$ cat src/hw/rtl/bhpq_pkg.sv
// shared types and constants for the binary heap priority queue
// no dependencies; imported by bhpq_rank and binary_heap_priority_queue
package bhpq_pkg;

	localparam int CAPACITY = 1024;
	localparam int KEY_W    = 32;
	localparam int IDX_W    = $clog2(CAPACITY);
	localparam int CNT_W    = $clog2(CAPACITY + 1);
	// child index width: holds 2*pos+2 and any count
	localparam int EXT_W    = IDX_W + 2;

	typedef logic [KEY_W-1:0] key_t;
	typedef logic [IDX_W-1:0] idx_t;
	typedef logic [CNT_W-1:0] cnt_t;
	typedef logic [EXT_W-1:0] ext_t;

	localparam logic REQ_INSERT = 1'b0;
	localparam logic REQ_REMOVE = 1'b1;

	localparam logic CFG_MIN_FIRST   = 1'b0;
	localparam logic CFG_SIGNED_KEYS = 1'b1;

	typedef enum logic [1:0] {
		ST_DONE  = 2'd0,
		ST_FULL  = 2'd1,
		ST_EMPTY = 2'd2
	} status_t;

	typedef enum logic [2:0] {
		S_IDLE,
		S_UP_CHK,
		S_UP_CMP,
		S_DN_KEY,
		S_DN_CHK,
		S_DN_L,
		S_DN_R,
		S_DN_CMP
	} state_t;

	// ordering mode, shared with the compare unit
	typedef struct packed {
		logic min_first;
		logic signed_keys;
	} order_t;

endpackage

$ cat src/hw/rtl/bhpq_rank.sv
// key compare unit: tells whether key b strictly outranks key a
// depends on bhpq_pkg for the key and order types
module bhpq_rank (
	input  bhpq_pkg::key_t   a,
	input  bhpq_pkg::key_t   b,
	input  bhpq_pkg::order_t order,
	output logic             outranks
);
	import bhpq_pkg::*;

	key_t a_u;
	key_t b_u;

	// flipping the sign bit turns a two's complement compare into an unsigned one
	always_comb begin
		a_u = a;
		b_u = b;
		if (order.signed_keys) begin
			a_u[KEY_W-1] = ~a[KEY_W-1];
			b_u[KEY_W-1] = ~b[KEY_W-1];
		end
		outranks = order.min_first ? (b_u < a_u) : (a_u < b_u);
	end

endmodule

$ cat config.mk
export PLATFORM = sky130hd
export DESIGN_NAME = bhpq_rank
export DESIGN_NICKNAME = d
export VERILOG_FILES = /design/src/hw/rtl/bhpq_pkg.sv /design/src/hw/rtl/bhpq_rank.sv
export SDC_FILE = /design/constraint.sdc
export NUM_CORES = 1
export LEC_CHECK = 0
export BUFFER_PORTS_ARGS = -buffer_cell sky130_fd_sc_hd__buf_2
export CAP_MARGIN = 10
export CORE_MARGIN = 4
export CORE_UTILIZATION = 45
export DETAILED_ROUTE_END_ITERATION = 8
export PLACE_DENSITY_LB_ADDON = 0.25
export RECOVER_POWER = 50
export SLEW_MARGIN = 5
export SYNTH_ARGS = -nofsm -noshare
export SYNTH_HDL_FRONTEND = slang
export SYNTH_SLANG_ARGS = --single-unit
export TNS_END_PERCENT = 1
$ cat constraint.sdc
create_clock -name vclk -period 4.01
set_input_delay 0.2005 -clock vclk [all_inputs]
set_output_delay 0.2005 -clock vclk [all_outputs]
set_load 0.01 [all_outputs]
After elaboration in Yosys (flattened, before gate mapping)
Index checks and enable logic that the tools add are counted.
{"block": "word_totals", "elab_cells": 7, "inputBits": 66, "regBits": 0}
{"block": "op_classes", "magnitude_cmp": 2, "n_bitwise": 2, "muxes": 3}
{"operator": "32-bit less-than comparator", "n": 2}
{"operator": "1-bit two-way mux", "n": 3}
{"operator": "1-bit inverter", "n": 2}

Logic depth before layout (Yosys ltp)
Gate-level depths: netlist of run 1.
{"block": "logic_depth", "depth_word": 4, "mapped_depth": 8, "mapped_depth_nobuf": 8}

Least setup slack after synthesis of run 1
Ideal clock, no wire load.
{"block": "synth_path", "path_type": "input port to output port", "from": "input port b[10]", "to": "output port outranks", "stages": 8, "slack_ns": 2.124, "t_arrival_ns": 1.686, "cell_sequence": "inv_1 > ha_1 > a21oi_1 > nand2_1 > a221oi_1 > o221ai_1 > a211oi_1 > mux2i_1"}
{"block": "synth_via", "elab_chain_len": 2}
{"item": "start: declaration", "line_no": "bhpq_rank.sv:5", "rtl": "input bhpq_pkg::key_t b,"}
{"item": "32-bit less-than comparator", "line_no": "bhpq_rank.sv:22", "rtl": "outranks = order.min_first ? (b_u < a_u) : (a_u < b_u);"}
{"item": "1-bit two-way mux *", "line_no": "bhpq_rank.sv:22"}
{"item": "end: declaration", "line_no": "bhpq_rank.sv:7", "rtl": "output logic outranks"}
Every way passes the cells marked *; elsewhere a longest branch is shown, timed or not.

Worst setup path after layout of run 1
{"block": "layout_path", "from": "input port a[10]", "to": "output port outranks"}
{"block": "layout_via", "elab_chain_len": 2}
{"item": "start: declaration", "line_no": "bhpq_rank.sv:4", "rtl": "input bhpq_pkg::key_t a,"}
{"item": "32-bit less-than comparator", "line_no": "bhpq_rank.sv:22"}
{"item": "1-bit two-way mux *", "line_no": "bhpq_rank.sv:22"}
Marks and branches as above.

==> results.yml, run 1 <==
die:
  fp.dieW_um: 51.2
  row_count: 15
  die_h_um: 51.2
  start_util_pct: 48.1
  die_area_um2: 2620
  boundaryPins: 67
  coreArea_um2: 1750
worst_setup_path:
  crit_path_start: "a[10]"
  crit_path_end_kind: "primary output"
  path_cells: "buf_2 > ha_1 > a21oi_1 > nand2_1 > a221oi_1 > o221ai_1 > a211oi_1 > mux2i_1 > clkbuf_1"
  cp_num_cells: 9
  cp-start-kind: "primary input"
  crit_arrival_ns: 1.95
  worstPathRequired_ns: 3.81
  critical_path_class: "primary input to primary output"
  cp_slowest_cell: "ha_1"
  cpPeakStageDelay_ns: 0.31
  crit_buf_inv: 2
  critPathTopFamily: "compound AO/OA/AOI/OAI gates"
  path_max_fanout: 3
placed_design:
  io_buffers: 67
  gp_congestion: 0.776
  pre_cts_ws_ns: 1.87
  dp.cells: 211
  dp_hpwl_um: 2070
power_and_ir_drop:
  comb_power_share_pct: 100.0
  power_leakage_nw: 0.796
  vdd_drop_max_v: 0.0000502
  power_density_nw_per_um2: 90.3
  p_int_w: 0.0000580
  seqPwrFrac_pct: 0
  pwr-share-clk_pct: 0
  p_sw_share_pct: 46.7
  power_switching_w: 0.0000508
yosys:
  ys_warn_count: 0
  syn_nets: 216
  syn_inst: 119
  syn_area_um2: 840
  postSynthAreaPerCell_um2: 7.06
  ys_seq_area_share_pct: 0
  yosys.cell_types.count: 20
min_path:
  hold_path.startpoint: "order[1]"
  whs_path_depth: 3
  hp-class: "primary input to primary output"
sta:
  final_max_slew_viol_count: 0
  max_slew_margin_pct: 81.8
  hold_viol: 0
  fin_tns_setup_ns: 0
  fmax_mhz: 466
  hold_ws_ns: 0.684
  worstMarginPinSlew_ns: 0.272
  grt_setup_unrepaired: "no"
  final.min_clock_period_ns: 2.15
  layout_setup_ws_ns: 1.86
  min_period_over_period_pct: 53.5
  setup_viol: 0
detailed_routing:
  drt_iter0_drc: 3
  viasPerCell: 4.72
  dr.pass1.iters: 4
  drt_wl_total_um: 2120
  ant_nets: 0
  routedWlPerCell_um: 10.0
  vias: 995
  drc: 0
cells_and_area:
  fin_util_pct: 69.0
  nets: 285
  final_cell_mix: "66 x buf_2, 36 x inv_1, 31 x ha_1, 14 x a21oi_1, 9 x nand2_1"
  numSequentialCells: 0
  fill_cells: 159
  fin_cells: 211
  syn_to_final_growth_pct: 43.5
  clock_buffers: 0
  diodes: 0
  drive_gt1_share_pct: 36.0
  layout_commonest_cell: "buf_2"
  seqCellArea_um2: 0
cts:
  hold_buffers: 0
  cts_setup_buffers: 0
  ctsResizeCount: 0
global_routing:
  grt_max_degree: 4
  antenna_found_initial: 0
  grt_util_all_layers_pct: 15.5
  grt_pass1_vias: 887
  grt_overflow_total: 0
  grt_pass1_wl_um: 3320
run:
  drv_cap: 0
outcome:
  outcome: "complete, no violations"
## per-stage QoR
stage               cell area, um2  power (W)
finish                        1200   0.000109
floorplan                      840  0.0000616
detailed placement            1210   0.000110
global placement              1210   0.000104
global route                  1200   0.000127
CTS                           1210   0.000111
## area by class of cell
cell class | instances | area (um2) | share of cell area [%]
well taps | 25 | 31.3 | 2.60
multi-input cells | 83 | 704 | 58.5
inverters | 36 | 135 | 11.2
repair buffers | 67 | 334 | 27.7
## worst paths after layout
kind,to,slack [ns]
worst min-delay path,outranks,0.68
worst max-delay path,outranks,1.86
## cell families after synthesis
family | after synthesis | synth area share, %
xor+xnor | 1 | 1.04
buf+inv | 36 | 16.1
compound gates | 25 | 18.3
simple gates | 22 | 13.6
fa+ha+maj | 33 | 48.6
mux | 2 | 2.38
## power groups by stage
stage | logic (W) | clock network (W) | registers, W
floorplan | 0.0000616 | 0 | 0
CTS | 0.000111 | 0 | 0
detailed placement | 0.000110 | 0 | 0
finish | 0.000109 | 0 | 0
global placement | 0.000104 | 0 | 0
global route | 0.000127 | 0 | 0
## per-layer routing
layer	track usage (%)	wire length, um
met1	18.8	911
met2	30.7	1050
met3	0.583	146
met4	0.897	12
met5	0	0
## cell usage after synthesis, types with 2 or more instances
| library cell | number | area, um2 |
|---|---|---|
| inv_1 | 36 | 135 |
| ha_1 | 31 | 388 |
| a21oi_1 | 14 | 70.1 |
| nand2_1 | 9 | 33.8 |
| nand4_1 | 6 | 37.5 |
| o21ai_0 | 4 | 20.0 |
| a211oi_1 | 2 | 15.0 |
| maj3_1 | 2 | 20.0 |
| mux2i_1 | 2 | 20.0 |
| nand3_1 | 2 | 10.0 |
| or4_1 | 2 | 15.0 |
Power figures use the tool's default switching activity.
==> run 2: changes to the inputs <==
Settings changed: CORE_UTILIZATION 45 to 42.
Clock period 4.01 ns to 2 ns, I/O delays scaled along.
==> run 2 against run 1 <==
Clock-buffer cell count did not move. Largest power group unchanged. Final cell count did not move. Power rose by 100%. Non-clock buffer count did not move. Worst setup slack got worse by 1.8 ns. Die area rose by 6.0%. First-iteration DRC count did not move. Critical path depth did not move.
==> results.yml, run 2 (same netlist as run 1, synthesis figures left out) <==
outcome:
  outcome: "complete, no violations"
placed_design:
  place_area_um2: 1210
  pre_cts_ws_ns: 0.0375
  dp.cells: 211
  dp_hpwl_um: 2140
  gp_congestion: 0.723
  io_buffers: 67
global_routing:
  grt_max_degree: 4
  grt_pass1_wl_um: 3180
  antenna_found_initial: 0
  grt_pass1_vias: 894
  grt_overflow_total: 0
  grt_util_all_layers_pct: 14.1
power_and_ir_drop:
  seqPwrFrac_pct: 0
  vdd_drop_max_v: 0.0000981
  power_switching_w: 0.000103
  pwr-share-clk_pct: 0
  p_sw_share_pct: 46.7
  power_leakage_nw: 0.801
  p_int_w: 0.000118
  comb_power_share_pct: 100.0
  power_density_nw_per_um2: 182
worst_setup_path:
  crit_end: "outranks"
  path_cells: "buf_2 > inv_1 > ha_1 > nand4_1 > or4_4 > o221ai_1 > a211oi_2 > mux2i_1 > clkbuf_2"
  cpPeakStageDelay_ns: 0.51
  cp-start-kind: "primary input"
  crit_path_start: "b[14]"
  crit_path_end_kind: "primary output"
  cp_slowest_cell: "or4_4"
  path_max_fanout: 3
  worstPathRequired_ns: 1.90
  critical_path_class: "primary input to primary output"
  crit_arrival_ns: 1.81
cells_and_area:
  nets: 285
  final_cell_mix: "66 x buf_2, 36 x inv_1, 31 x ha_1, 14 x a21oi_1, 9 x nand2_1"
  layout_commonest_cell: "buf_2"
  clock_buffers: 0
  fin_cells: 211
  diodes: 0
  drive_gt1_share_pct: 37.6
  seqCellArea_um2: 0
  syn_to_final_growth_pct: 44.7
  fin_util_pct: 67.4
  numSequentialCells: 0
  final_area_um2: 1210
detailed_routing:
  viasPerCell: 4.87
  dr.pass1.iters: 4
  ant_nets: 0
  drt_wl_total_um: 2140
  vias: 1027
  drt_iter0_drc: 3
  drc: 0
  routedWlPerCell_um: 10.1
sta:
  final.min_clock_period_ns: 1.91
  fin_tns_setup_ns: 0
  min_period_over_period_pct: 95.5
  setup_viol: 0
  hold_viol: 0
  layout_setup_ws_ns: 0.0900
  worstMarginPinSlew_ns: 0.317
  final_max_slew_viol_count: 0
  fmax_mhz: 524
  max_slew_margin_pct: 78.7
die:
  fp.dieW_um: 52.7
  die_area_um2: 2780
  coreArea_um2: 1800
  boundaryPins: 67
  die_h_um: 52.7
  row_count: 15
  start_util_pct: 46.6
min_path:
  hp-class: "primary input to primary output"
run:
  drv_cap: 0
cts:
  cts_setup_buffers: 0
## run 2: cell counts in the layout (fill, tap and decap cells not counted)
No cell type changed its count.
## run 2: metrics by stage
| stage | hold slack (ns) | total power (W) |
|---|---|---|
| floorplan | 0.289 | 0.000124 |
| global placement | 0.507 | 0.000209 |
| detailed placement | 0.512 | 0.000221 |
| CTS | 0.513 | 0.000222 |
| global route | 0.512 | 0.000255 |
| finish | 0.500 | 0.000221 |
## run 2: worst min-delay path by stage
| stage | start | endpoint | slack (ns) | cells after the start |
|---|---|---|---|---|
| CTS | order[1] | outranks | 0.51 | 3 |
| detailed placement | order[1] | outranks | 0.51 | 3 |
| finish | order[1] | outranks | 0.50 | 3 |
| global placement | order[1] | outranks | 0.51 | 3 |
| global route | order[1] | outranks | 0.51 | 3 |
| floorplan | order[1] | outranks | 0.29 | 1 |
## run 2: per-layer routing
metal	vias to the layer above	part of all wire [%]	global-route usage, %
li1	545	-	-
met1	447	39	16.3
met2	35	53	29.3
met3	0	8.0	0.570
met4	0	0	0
met5	-	0	0
## run 2: what timing repair did
action | CTS | global route
resized for setup | 0 | 2
endpoints found under the setup margin | 0 | 1
hold buffers | 0 | 0
## run 2: power groups by stage
stage | logic (W) | clock network, W | registers, W
global placement | 0.000209 | 0 | 0
CTS | 0.000222 | 0 | 0
global route | 0.000255 | 0 | 0
detailed placement | 0.000221 | 0 | 0
floorplan | 0.000124 | 0 | 0
finish | 0.000221 | 0 | 0
## run 2: worst max-delay path, delay by kind of cell
kind                     cells  cell delay, ns
buffers and inverters        3            0.27
AND/OR/NAND/NOR              2            0.66
adder cells (fa/ha/maj)      1            0.30
multiplexers                 1            0.16
AO/OA/AOI/OAI                2            0.32
## run 2: layout make-up
type | instances | area [um2]
fill | 171 | 587
inverter | 36 | 135
multi-input combinational | 83 | 713
tap | 25 | 31.3
timing repair buffer | 67 | 335
